$ cat config.mk
export PLATFORM = sky130hd
export DESIGN_NAME = perspective_floor_line_affine
export DESIGN_NICKNAME = d
export VERILOG_FILES = /design/src/pfla_pkg.sv /design/src/pfla_div.sv /design/src/pfla_rot.sv /design/src/perspective_floor_line_affine.sv
export SDC_FILE = /design/constraint.sdc
export NUM_CORES = 2
export LEC_CHECK = 0
export BUFFER_PORTS_ARGS = -buffer_cell sky130_fd_sc_hd__buf_2
export CAP_MARGIN = 5
export CORE_MARGIN = 1
export CORE_UTILIZATION = 26
export DETAILED_ROUTE_END_ITERATION = 7
export GPL_TIMING_DRIVEN = 0
export PLACE_DENSITY_LB_ADDON = 0.05
export REMOVE_ABC_BUFFERS = 1
export SYNTH_ARGS = -nofsm -noshare
export SYNTH_HDL_FRONTEND = slang
export SYNTH_SLANG_ARGS = --single-unit
$ cat constraint.sdc
create_clock -name clk_i -period 19 [get_ports clk_i]
set_input_delay 1.9 -clock clk_i [delete_from_list [all_inputs] [get_ports clk_i]]
set_output_delay 1.9 -clock clk_i [all_outputs]
set_load 0.005 [all_outputs]
$ cat src/pfla_pkg.sv
package pfla_pkg;

  // Fraction bits of the fixed-point camera and step values
  localparam int FRACTION_BITS_DEF = 8;

  // Floor distance numerator and texel center
  localparam int FLOOR_DISTANCE = 160;
  localparam int DISTANCE_BITS  = 8;
  localparam int TEXEL_CENTER   = 128;

  // Divider: restoring steps resolved in one pipeline stage
  localparam int DIV_STEPS_PER_STAGE = 4;

  // Field widths
  localparam int LINE_W   = 9;
  localparam int HORIZ_W  = 8;
  localparam int TRIG_W   = 10;
  localparam int STEP_W   = 16;
  localparam int COORD_W  = 32;
  localparam int CFG_IDX_W  = 3;
  localparam int CFG_DATA_W = 32;

  // Register reset values
  localparam logic [HORIZ_W-1:0] HORIZON_RST = 8'd60;
  localparam logic [TRIG_W-1:0]  COSINE_RST  = 10'd256;
  localparam logic [TRIG_W-1:0]  SINE_RST    = 10'd0;

  typedef enum logic [CFG_IDX_W-1:0] {
    CFG_HORIZON  = 3'd0,
    CFG_COSINE   = 3'd1,
    CFG_SINE     = 3'd2,
    CFG_CAMERA_X = 3'd3,
    CFG_CAMERA_Z = 3'd4
  } pfla_cfg_e;

  // Control that travels with each item down the pipeline
  typedef struct packed {
    logic valid;
    logic blank;
  } pfla_ctl_t;

endpackage

$ cat src/pfla_div.sv
module pfla_div #(
  parameter int FRACTION_BITS = pfla_pkg::FRACTION_BITS_DEF
) (
  input  logic                                                clk_i,
  input  logic                                                rst_ni,
  input  logic                                                adv_i,
  input  pfla_pkg::pfla_ctl_t                                 ctl_i,
  input  logic [pfla_pkg::LINE_W-1:0]                         row_i,
  output pfla_pkg::pfla_ctl_t                                 ctl_o,
  output logic [pfla_pkg::DISTANCE_BITS+FRACTION_BITS-1:0]    quot_o
);

  localparam int DW   = pfla_pkg::DISTANCE_BITS + FRACTION_BITS;
  localparam int RW   = pfla_pkg::LINE_W;
  localparam int SPS  = pfla_pkg::DIV_STEPS_PER_STAGE;
  localparam int NSTG = (DW + SPS - 1) / SPS;
  localparam logic [DW-1:0] DIVIDEND = DW'(pfla_pkg::FLOOR_DISTANCE << FRACTION_BITS);

  pfla_pkg::pfla_ctl_t stg_ctl [NSTG+1];
  logic [RW-1:0]       stg_row [NSTG+1];
  logic [RW-1:0]       stg_rem [NSTG+1];
  logic [DW-1:0]       stg_quo [NSTG+1];

  assign stg_ctl[0] = ctl_i;
  assign stg_row[0] = row_i;
  assign stg_rem[0] = '0;
  assign stg_quo[0] = '0;

  for (genvar s = 0; s < NSTG; s++) begin : g_stage
    pfla_pkg::pfla_ctl_t ctl_q;
    logic [RW-1:0]       row_q;
    logic [RW-1:0]       rem_q, rem_d;
    logic [DW-1:0]       quo_q, quo_d;

    // Resolve SPS quotient bits, MSB first
    always_comb begin
      logic [RW:0] trial;
      trial = '0;
      rem_d = stg_rem[s];
      quo_d = stg_quo[s];
      for (int j = 0; j < SPS; j++) begin
        if (s * SPS + j < DW) begin
          trial = {rem_d, DIVIDEND[DW-1-(s*SPS+j)]};
          if (trial >= {1'b0, stg_row[s]}) begin
            rem_d = RW'(trial - {1'b0, stg_row[s]});
            quo_d = {quo_d[DW-2:0], 1'b1};
          end else begin
            rem_d = trial[RW-1:0];
            quo_d = {quo_d[DW-2:0], 1'b0};
          end
        end
      end
    end

    always_ff @(posedge clk_i or negedge rst_ni) begin
      if (!rst_ni) begin
        ctl_q <= '0;
      end else if (adv_i) begin
        ctl_q <= stg_ctl[s];
      end
    end

    always_ff @(posedge clk_i) begin
      if (adv_i) begin
        row_q <= stg_row[s];
        rem_q <= rem_d;
        quo_q <= quo_d;
      end
    end

    assign stg_ctl[s+1] = ctl_q;
    assign stg_row[s+1] = row_q;
    assign stg_rem[s+1] = rem_q;
    assign stg_quo[s+1] = quo_q;
  end

  assign ctl_o  = stg_ctl[NSTG];
  assign quot_o = stg_quo[NSTG];

endmodule

$ cat src/pfla_rot.sv
module pfla_rot #(
  parameter int FRACTION_BITS = pfla_pkg::FRACTION_BITS_DEF
) (
  input  logic                                             clk_i,
  input  logic                                             rst_ni,
  input  logic                                             adv_i,
  input  pfla_pkg::pfla_ctl_t                              ctl_i,
  input  logic [pfla_pkg::DISTANCE_BITS+FRACTION_BITS-1:0] scale_i,
  input  logic signed [pfla_pkg::TRIG_W-1:0]               cos_i,
  input  logic signed [pfla_pkg::TRIG_W-1:0]               sin_i,
  output pfla_pkg::pfla_ctl_t                              ctl_o,
  output logic [pfla_pkg::STEP_W-1:0]                      c_o,
  output logic [pfla_pkg::STEP_W-1:0]                      s_o,
  output logic [pfla_pkg::COORD_W-1:0]                     dx_o,
  output logic [pfla_pkg::COORD_W-1:0]                     dy_o
);

  localparam int DW = pfla_pkg::DISTANCE_BITS + FRACTION_BITS;
  localparam int PW = DW + 1 + pfla_pkg::TRIG_W;
  localparam int CW = pfla_pkg::COORD_W;
  localparam int EW = (PW + 8 > CW) ? PW + 8 : CW;

  // Multiply stage
  pfla_pkg::pfla_ctl_t ctl_m_q;
  logic signed [PW-1:0] prod_c_q, prod_s_q;

  always_ff @(posedge clk_i or negedge rst_ni) begin
    if (!rst_ni) begin
      ctl_m_q <= '0;
    end else if (adv_i) begin
      ctl_m_q <= ctl_i;
    end
  end

  always_ff @(posedge clk_i) begin
    if (adv_i) begin
      prod_c_q <= $signed({1'b0, scale_i}) * cos_i;
      prod_s_q <= $signed({1'b0, scale_i}) * sin_i;
    end
  end

  // Scale back, form texel offsets
  logic signed [PW-1:0] c_full, s_full;
  logic signed [EW-1:0] cm, sm;
  logic [CW-1:0]        dx_d, dy_d;

  always_comb begin
    c_full = prod_c_q >>> FRACTION_BITS;
    s_full = prod_s_q >>> FRACTION_BITS;
    cm     = (EW'(c_full) * EW'(pfla_pkg::TEXEL_CENTER)) >>> FRACTION_BITS;
    sm     = (EW'(s_full) * EW'(pfla_pkg::TEXEL_CENTER)) >>> FRACTION_BITS;
    dx_d   = CW'(pfla_pkg::TEXEL_CENTER) - cm[CW-1:0] + sm[CW-1:0];
    dy_d   = CW'(pfla_pkg::TEXEL_CENTER) - sm[CW-1:0] - cm[CW-1:0];
  end

  pfla_pkg::pfla_ctl_t ctl_t_q;
  logic [pfla_pkg::STEP_W-1:0] c_q, s_q;
  logic [CW-1:0]               dx_q, dy_q;

  always_ff @(posedge clk_i or negedge rst_ni) begin
    if (!rst_ni) begin
      ctl_t_q <= '0;
    end else if (adv_i) begin
      ctl_t_q <= ctl_m_q;
    end
  end

  always_ff @(posedge clk_i) begin
    if (adv_i) begin
      c_q  <= c_full[pfla_pkg::STEP_W-1:0];
      s_q  <= s_full[pfla_pkg::STEP_W-1:0];
      dx_q <= dx_d;
      dy_q <= dy_d;
    end
  end

  assign ctl_o = ctl_t_q;
  assign c_o   = c_q;
  assign s_o   = s_q;
  assign dx_o  = dx_q;
  assign dy_o  = dy_q;

endmodule

$ cat src/perspective_floor_line_affine.sv
// Channel  | Handshake                    | Payload
// ---------+------------------------------+-------------------------------------------
// input    | in_valid_i / in_stall_o      | scan_line_i
// output   | out_valid_o / out_stall_i    | step_xx_o step_xy_o step_yx_o step_yy_o
//          |                              | origin_x_o origin_y_o
// config   | cfg_we_i                     | cfg_index_i cfg_data_i
//
// One item per cycle while the output is not stalled. Pipeline: input register,
// the divider stages resolving four quotient bits each, multiply, offset,
// output register.
// Reset clears valid bits and loads register defaults; no clearing pass.
// A stalled output holds the whole pipeline; in_stall_o follows out_stall_i
// while an item waits at the output.
module perspective_floor_line_affine #(
  parameter int FRACTION_BITS = pfla_pkg::FRACTION_BITS_DEF
) (
  input  logic                                    clk_i,
  input  logic                                    rst_ni,
  input  logic                                    in_valid_i,
  output logic                                    in_stall_o,
  input  logic [pfla_pkg::LINE_W-1:0]             scan_line_i,
  output logic                                    out_valid_o,
  input  logic                                    out_stall_i,
  output logic signed [pfla_pkg::STEP_W-1:0]      step_xx_o,
  output logic signed [pfla_pkg::STEP_W-1:0]      step_xy_o,
  output logic signed [pfla_pkg::STEP_W-1:0]      step_yx_o,
  output logic signed [pfla_pkg::STEP_W-1:0]      step_yy_o,
  output logic signed [pfla_pkg::COORD_W-1:0]     origin_x_o,
  output logic signed [pfla_pkg::COORD_W-1:0]     origin_y_o,
  input  logic                                    cfg_we_i,
  input  logic [pfla_pkg::CFG_IDX_W-1:0]          cfg_index_i,
  input  logic [pfla_pkg::CFG_DATA_W-1:0]         cfg_data_i
);

  localparam int DW = pfla_pkg::DISTANCE_BITS + FRACTION_BITS;
  localparam int CW = pfla_pkg::COORD_W;
  localparam int SW = pfla_pkg::STEP_W;
  localparam logic [CW-1:0] FRAC_MASK = CW'((64'd1 << FRACTION_BITS) - 64'd1);

  // Configuration registers
  logic [pfla_pkg::HORIZ_W-1:0]       horizon_q;
  logic signed [pfla_pkg::TRIG_W-1:0] cosine_q, sine_q;
  logic [CW-1:0]                      cam_x_q, cam_z_q;

  always_ff @(posedge clk_i or negedge rst_ni) begin
    if (!rst_ni) begin
      horizon_q <= pfla_pkg::HORIZON_RST;
      cosine_q  <= pfla_pkg::COSINE_RST;
      sine_q    <= pfla_pkg::SINE_RST;
      cam_x_q   <= '0;
      cam_z_q   <= '0;
    end else if (cfg_we_i) begin
      case (pfla_pkg::pfla_cfg_e'(cfg_index_i))
        pfla_pkg::CFG_HORIZON:  horizon_q <= cfg_data_i[pfla_pkg::HORIZ_W-1:0];
        pfla_pkg::CFG_COSINE:   cosine_q  <= cfg_data_i[pfla_pkg::TRIG_W-1:0];
        pfla_pkg::CFG_SINE:     sine_q    <= cfg_data_i[pfla_pkg::TRIG_W-1:0];
        pfla_pkg::CFG_CAMERA_X: cam_x_q   <= cfg_data_i[CW-1:0];
        pfla_pkg::CFG_CAMERA_Z: cam_z_q   <= cfg_data_i[CW-1:0];
        default: ;
      endcase
    end
  end

  // Whole pipeline advances unless a result waits at the output
  pfla_pkg::pfla_ctl_t out_ctl_q;
  logic adv;

  assign adv        = !(out_ctl_q.valid && out_stall_i);
  assign in_stall_o = !adv;

  // Input stage: row below horizon
  pfla_pkg::pfla_ctl_t in_ctl_q, in_ctl_d;
  logic [pfla_pkg::LINE_W-1:0] row_q, row_d;

  always_comb begin
    in_ctl_d.valid = in_valid_i;
    in_ctl_d.blank = (scan_line_i <= {1'b0, horizon_q});
    row_d          = scan_line_i - {1'b0, horizon_q};
    if (in_ctl_d.blank) begin
      row_d = pfla_pkg::LINE_W'(1);
    end
  end

  always_ff @(posedge clk_i or negedge rst_ni) begin
    if (!rst_ni) begin
      in_ctl_q <= '0;
    end else if (adv) begin
      in_ctl_q <= in_ctl_d;
    end
  end

  always_ff @(posedge clk_i) begin
    if (adv) begin
      row_q <= row_d;
    end
  end

  pfla_pkg::pfla_ctl_t div_ctl;
  logic [DW-1:0]       scale;

  pfla_div #(
    .FRACTION_BITS(FRACTION_BITS)
  ) u_div (
    .clk_i  (clk_i),
    .rst_ni (rst_ni),
    .adv_i  (adv),
    .ctl_i  (in_ctl_q),
    .row_i  (row_q),
    .ctl_o  (div_ctl),
    .quot_o (scale)
  );

  pfla_pkg::pfla_ctl_t rot_ctl;
  logic [SW-1:0]       c_val, s_val;
  logic [CW-1:0]       dx, dy;

  pfla_rot #(
    .FRACTION_BITS(FRACTION_BITS)
  ) u_rot (
    .clk_i   (clk_i),
    .rst_ni  (rst_ni),
    .adv_i   (adv),
    .ctl_i   (div_ctl),
    .scale_i (scale),
    .cos_i   (cosine_q),
    .sin_i   (sine_q),
    .ctl_o   (rot_ctl),
    .c_o     (c_val),
    .s_o     (s_val),
    .dx_o    (dx),
    .dy_o    (dy)
  );

  // Output register: add camera floor, zero blank lines
  logic [SW-1:0] xx_q, xy_q, yx_q, yy_q, xx_d, xy_d, yx_d, yy_d;
  logic [CW-1:0] ox_q, oy_q, ox_d, oy_d;

  always_comb begin
    xx_d = c_val;
    xy_d = SW'(0) - s_val;
    yx_d = s_val;
    yy_d = c_val;
    ox_d = (cam_x_q & ~FRAC_MASK) + dx;
    oy_d = (cam_z_q & ~FRAC_MASK) + dy;
    if (rot_ctl.blank) begin
      xx_d = '0;
      xy_d = '0;
      yx_d = '0;
      yy_d = '0;
      ox_d = '0;
      oy_d = '0;
    end
  end

  always_ff @(posedge clk_i or negedge rst_ni) begin
    if (!rst_ni) begin
      out_ctl_q <= '0;
    end else if (adv) begin
      out_ctl_q <= rot_ctl;
    end
  end

  always_ff @(posedge clk_i) begin
    if (adv) begin
      xx_q <= xx_d;
      xy_q <= xy_d;
      yx_q <= yx_d;
      yy_q <= yy_d;
      ox_q <= ox_d;
      oy_q <= oy_d;
    end
  end

  assign out_valid_o = out_ctl_q.valid;
  assign step_xx_o   = xx_q;
  assign step_xy_o   = xy_q;
  assign step_yx_o   = yx_q;
  assign step_yy_o   = yy_q;
  assign origin_x_o  = ox_q;
  assign origin_y_o  = oy_q;

endmodule

Yosys cells after proc, flatten, opt, wreduce, memory -nomap -nowiden
Cells that the tools add are included.

Bits in registers: 472. Input bits: 49. Output and inout bits: 130. Word-level logic and storage cells: 129.

Add/subtract/negate cells: 23. $mul: 2. $lt $le $gt $ge: 17. Equal/unequal tests: 4. Muxes and demuxes: 31. Reduce and logical (&&, ||, !) cells: 7.

Operators by type and width (count): 10-bit by 9-bit >= comparator with 1-bit output (15); 9-bit 2-to-1 mux (15); 9-bit subtractor (14); 32-bit adder (2); 17-bit by 10-bit multiplier with 27-bit output (2); 9-bit by 18-bit subtractor with 19-bit output, first input constant (2); 19-bit by 18-bit adder with 20-bit output (1); 19-bit by 18-bit subtractor with 20-bit output (1); 1-bit 2-to-1 mux (16); 1-bit by 16-bit subtractor with 16-bit output, first input constant (1); 2-bit AND reduction (5); 1-bit by 9-bit >= comparator with 1-bit output, first input constant (1); 9-bit by 8-bit <= comparator with 1-bit output (1); 1-bit by 9-bit subtractor with 9-bit output, first input constant (1); 9-bit by 8-bit subtractor with 9-bit output (1); 3-bit by 2-bit equality test with 1-bit output, second input constant (2); 3-bit by 1-bit equality test with 1-bit output, second input constant (1); 3-bit equality test, second input constant (1); 3-bit logical NOT (1); 1-bit logical AND (1).

Depth between registers and ports, before layout
Depth in word-level cells: 8. Depth in mapped cells: 40. Mapped depth without buffers: 36.

Modules after synthesis
A second synthesis with hierarchy kept.

Cells, all modules: 3544. Area total of the unflattened synthesis: 36467.5 sq um.

Modules (own cells, without submodules): pfla_rot (instances 1, cells an instance 1689, area an instance 16400.7 sq um, sequential area each 3373.2 sq um); perspective_floor_line_affine (instances 1, cells an instance 839, area an instance 10194.8 sq um, sequential area each 5586.6 sq um); pfla_div (instances 1, cells an instance 1016, area an instance 9872.0 sq um, sequential area each 3022.9 sq um).

Least setup slack after synthesis
Ideal clock, no wire load.

Path kind: input-to-output. Start point: input out_stall_i. End point: output in_stall_o. Arrival time: 11.955 ns. Data required time: 17.100 ns. Setup slack: 5.145 ns. Stages: 3. Path through: nand2_1 -> clkbuf_1 -> inv_1.

Longest elaborated chain between the ends: 1.

RTL lines: start: declaration (RTL line perspective_floor_line_affine.sv:23) `input logic out_stall_i,`; 1-bit logical AND (RTL line perspective_floor_line_affine.sv:68) `assign adv = !(out_ctl_q.valid && out_stall_i);`; end: declaration (RTL line perspective_floor_line_affine.sv:20) `output logic in_stall_o,`.

No other way between the ends.

Final worst setup path
Start point: register u_div.g_stage[1].row_q[2]. End point: register u_div.g_stage[2].rem_q[7], data pin.

Longest elaborated chain between the ends: 8.

RTL lines: start: declaration (RTL line pfla_div.sv:31) `logic [RW-1:0] row_q;`; start signal: assignment (RTL line pfla_div.sv:65) `row_q <= stg_row[s];`; 9-bit subtractor or 10-bit by 9-bit >= comparator with 1-bit output (tied branches) (RTL line pfla_div.sv:45, pfla_div.sv:44); 9-bit 2-to-1 mux (RTL line pfla_div.sv:44) `if (trial >= {1'b0, stg_row[s]}) begin`; 9-bit subtractor or 10-bit by 9-bit >= comparator with 1-bit output (tied branches) (RTL line pfla_div.sv:45, pfla_div.sv:44); 9-bit 2-to-1 mux (RTL line pfla_div.sv:44); 9-bit subtractor or 10-bit by 9-bit >= comparator with 1-bit output (tied branches) (RTL line pfla_div.sv:45, pfla_div.sv:44); 9-bit 2-to-1 mux (RTL line pfla_div.sv:44); 9-bit subtractor or 10-bit by 9-bit >= comparator with 1-bit output (tied branches) (RTL line pfla_div.sv:45, pfla_div.sv:44); 9-bit 2-to-1 mux (*) (RTL line pfla_div.sv:44); via u_div.g_stage[2].rem_d[7] (RTL line pfla_div.sv:32) `logic [RW-1:0] rem_q, rem_d;`; end signal: assignment (RTL line pfla_div.sv:66) `rem_q <= rem_d;`; end: declaration (RTL line pfla_div.sv:32).

The timed path passes the listed nets; every way through them passes the cells marked *. A chain may end at the register's enable or synchronous reset.

==> results by group <==
Detailed routing
  • Post-DRT Antenna Nets: 0
  • Initial DRT Pass Iterations: 5
  • Average via count per standard cell: ~4.5
  • DRC violations left: 0
  • Starting DRT DRC Count: around 950
  • Drt wl/cell: 17.5 um
  • Post-Route WL: between 90000 and 100000 um
  • Via count: approximately 24000

Layout
  • Most frequent cells in the layout: ha_1 (400), inv_1 (378), edfxtp_1 (322)
  • Layout net count: between 4000 and 5000
  • Design area: roughly 40000 um2
  • Fillcell total: 13900
  • Multi-input gate area: between 20000 and 25000 um2
  • Antenna Diode Count: 0
  • Most common cell after layout, fill and taps aside: ha_1
  • Synthesis-to-layout area growth: 13.1%
  • Share of layout cells above drive strength 1: 12.5%
  • Area occupied by registers: about 12000 um2
  • Core Util, Final: between 20% and 30%

Timing
  • Worst-Margin Slew: roughly 1.1 ns
  • FMAX: around 0.091 GHz
  • RSZ-0062 raised after global routing: false
  • Final hold vios: 0
  • Max-slew violation count: 0
  • Slew headroom: 26.4%
  • Final setup viols: 0
  • Total negative slack: 0 ns
  • Min cycle time layout: roughly 11 ns
  • Hold slack: about 0.42 ns
  • Final period util: 57.6%
  • Worst clock skew: about 0.024 ns

Worst setup path
  • CP dominant cell by count: ha_1
  • Crit path required time: 19.37 ns
  • Worst path bufs/invs: 2
  • Reg2reg end: u_div.g_stage[2].rem_q[7]$_DFFE_PN_
  • Critical path startpoint: u_div.g_stage[1].row_q[2]$_DFFE_PN_
  • Worst-path fanout max: 11
  • CP peak stage delay: 0.73 ns
  • Crit path max-delay family: compound AO/OA/AOI/OAI gates
  • Worst Setup End Kind: flop
  • WP data arrival: around 11 ns
  • Reg2Reg Setup Slack: 8.05 ns
  • Setup CP Type: flop to flop
  • Startpoint types: flop
  • Crit-path slowest cell: a211oi_2
  • Reg2reg start: u_div.g_stage[1].row_q[2]$_DFFE_PN_
  • Reg2Reg Depth: 35

Clock tree
  • Clock tree root driver cell: clkbuf_16
  • Postcts setup bufs: 0
  • Clock Tree Buf Depth: 3
  • Htree depth: 2
  • Worst-Skew Late Latency: roughly 0.64 ns
  • Clock slew at reported path FFs: approximately 0.060 ns
  • CTS tree: yes
  • CTS Buf Count: 53
  • CTS Sinks: slightly above 400
  • CTS resizes: 0
  • Hold buffer count at cts: 0

GRT
  • Antenna violations before repair: 6
  • First-pass GRT wire length: between 100000 and 150000 um
  • Tot GR Track Use: 13.6%
  • Vias in the first global route: approximately 26000
  • Global route total overflow: 0
  • Largest net degree at the start of global routing: 79

Die
  • Core area: 133000 um2
  • Die height: approximately 370 um
  • Die X: about 370 um
  • Starting Density: around a quarter
  • I/O Pins: 179
  • Row Count: approximately 130
  • Full die area: around 140000 um2

Yosys
  • Asr flop ratio synth: 22.0%
  • Top_reg_cell synth: edfxtp_1
  • Mapped Cells: between 3000 and 4000
  • Area contributors post-synth: edfxtp_1 (28%), ha_1 (14%), fa_1 (13%)
  • Sequential area share after synthesis: about 34%
  • Post-Syn Area per Cell: approximately 11 um2
  • Seq cells post-synth: approximately 410
  • Post-Syn Area: 34900 um2
  • Synth area leader: edfxtp_1
  • Yosys Warn Count: 0
  • EDFF count, synth: about 320
  • Share of the synthesized area in the top cell type: 27.7%
  • Synth unique cells: 82

Min path
  • Min-delay worst type: flop to flop
  • Worst hold endpoint: u_div.g_stage[1].quo_q[6]$_DFFE_PN_
  • Worst Hold Launch: u_div.g_stage[0].quo_q[2]$_DFFE_PN_
  • Worst Hold Depth: 0

Placed design
  • Buffers on Ports: ~180
  • DP Area: about 38000 um2
  • Placer Congestion: 0.789
  • Final HPWL DP: 71700 um

Outcome
  • Status: finished, final reports clean

Run
  • Max_cap viols: 0
-- final cells by class --
cell class                 count  share of cell area, %
clock buffer                  66                   3.48
inverter                     384                   3.66
timing repair buffer         189                   2.86
sequential                   413                   30.3
tap                         1768                   5.60
multi-input combinational   2418                   53.4
clock inverter                32                  0.782
-- cell families after synthesis --
family	share of synthesized area (%)
AOI/OAI and AO/OA	10.4
xor gates and xnor gates	4.54
adders and majority gates	27.5
buffers and inverters	5.52
DFF	34.2
muxes	4.64
other	0.0107
and+or+nand+nor	13.2
-- per-stage QoR --
step                      worst slack (ns)  cells
after floorplan                       7.36   3215
after global placement                1.84   5161
after detailed placement              8.05   5172
after CTS                             7.99   5270
after global routing                  7.32   5270
final                                 8.05   5270
-- sequential cells by signal, summed over array words and instances, names as in the netlist, 15 cells and up --
| name | flops |
|---|---|
| origin_x_o | 31 |
| u_rot.dy_o | 20 |
| u_rot.dx_o | 19 |
| u_rot.prod_c_q | 19 |
| u_div.g_stage.rem_q | 27 |
| cam_x_q | 24 |
| origin_y_o | 32 |
| u_rot.s_o | 16 |
| u_rot.c_o | 16 |
| u_div.g_stage.quo_q | 24 |
| u_div.g_stage.row_q | 27 |
| step_yx_o | 15 |
| step_yy_o | 16 |
| step_xy_o | 16 |
| u_rot.prod_s_q | 19 |
| u_div.quot_o | 16 |
| cam_z_q | 24 |
-- cell usage after synthesis (7+ instances only) --
cell type / instances
clkbuf_1: 82
a31oi_1: 20
inv_1: 378
or3_1: 16
xor2_1: 71
and3_1: 16
o31ai_1: 9
and4_1: 12
a221o_1: 11
a211oi_1: 19
xnor2_1: 110
a21boi_0: 15
o211ai_1: 8
o21bai_1: 21
and2_1: 164
mux2_2: 133
o21a_1: 52
buf_4: 18
a21o_1: 63
a21oi_1: 126
nand3_1: 16
a311oi_1: 7
nand2_1: 246
o21ai_0: 120
o31a_1: 7
a41oi_1: 7
mux2i_1: 9
nor2_1: 184
or2_2: 9
nor3_1: 62
nand4_1: 21
nand2b_1: 56
dfrtp_1: 86
nor4_1: 8
nor2b_1: 88
ha_1: 400
fa_1: 229
edfxtp_1: 322
-- metal layers --
metal  vias up  routed length (um)  global-route usage [%]
met1     11700               41900                    17.4
met5         -                  18                       0
li1      11700                   -                       -
met3       131                3050                    1.85
met2       393               44700                    23.7
met4         2                2520                    4.22
-- how the worst max path moves through the flow --
| stage | endpoint | slack, ns | depth (start not counted) |
|---|---|---|---|
| after floorplan | in_stall_o | 7.36 | 2 |
| after global placement | in_stall_o | 1.84 | 4 |
| after global routing | u_div.g_stage[2].rem_q[8]$_DFFE_PN_ | 7.32 | 35 |
| final | u_div.g_stage[2].rem_q[7]$_DFFE_PN_ | 8.05 | 35 |
| after detailed placement | u_div.g_stage[2].rem_q[8]$_DFFE_PN_ | 8.05 | 35 |
| after CTS | u_div.g_stage[2].rem_q[8]$_DFFE_PN_ | 7.99 | 35 |
Power is not shown: default switching activity piles up to over one toggle a cycle in this logic, so the estimate is an artifact.
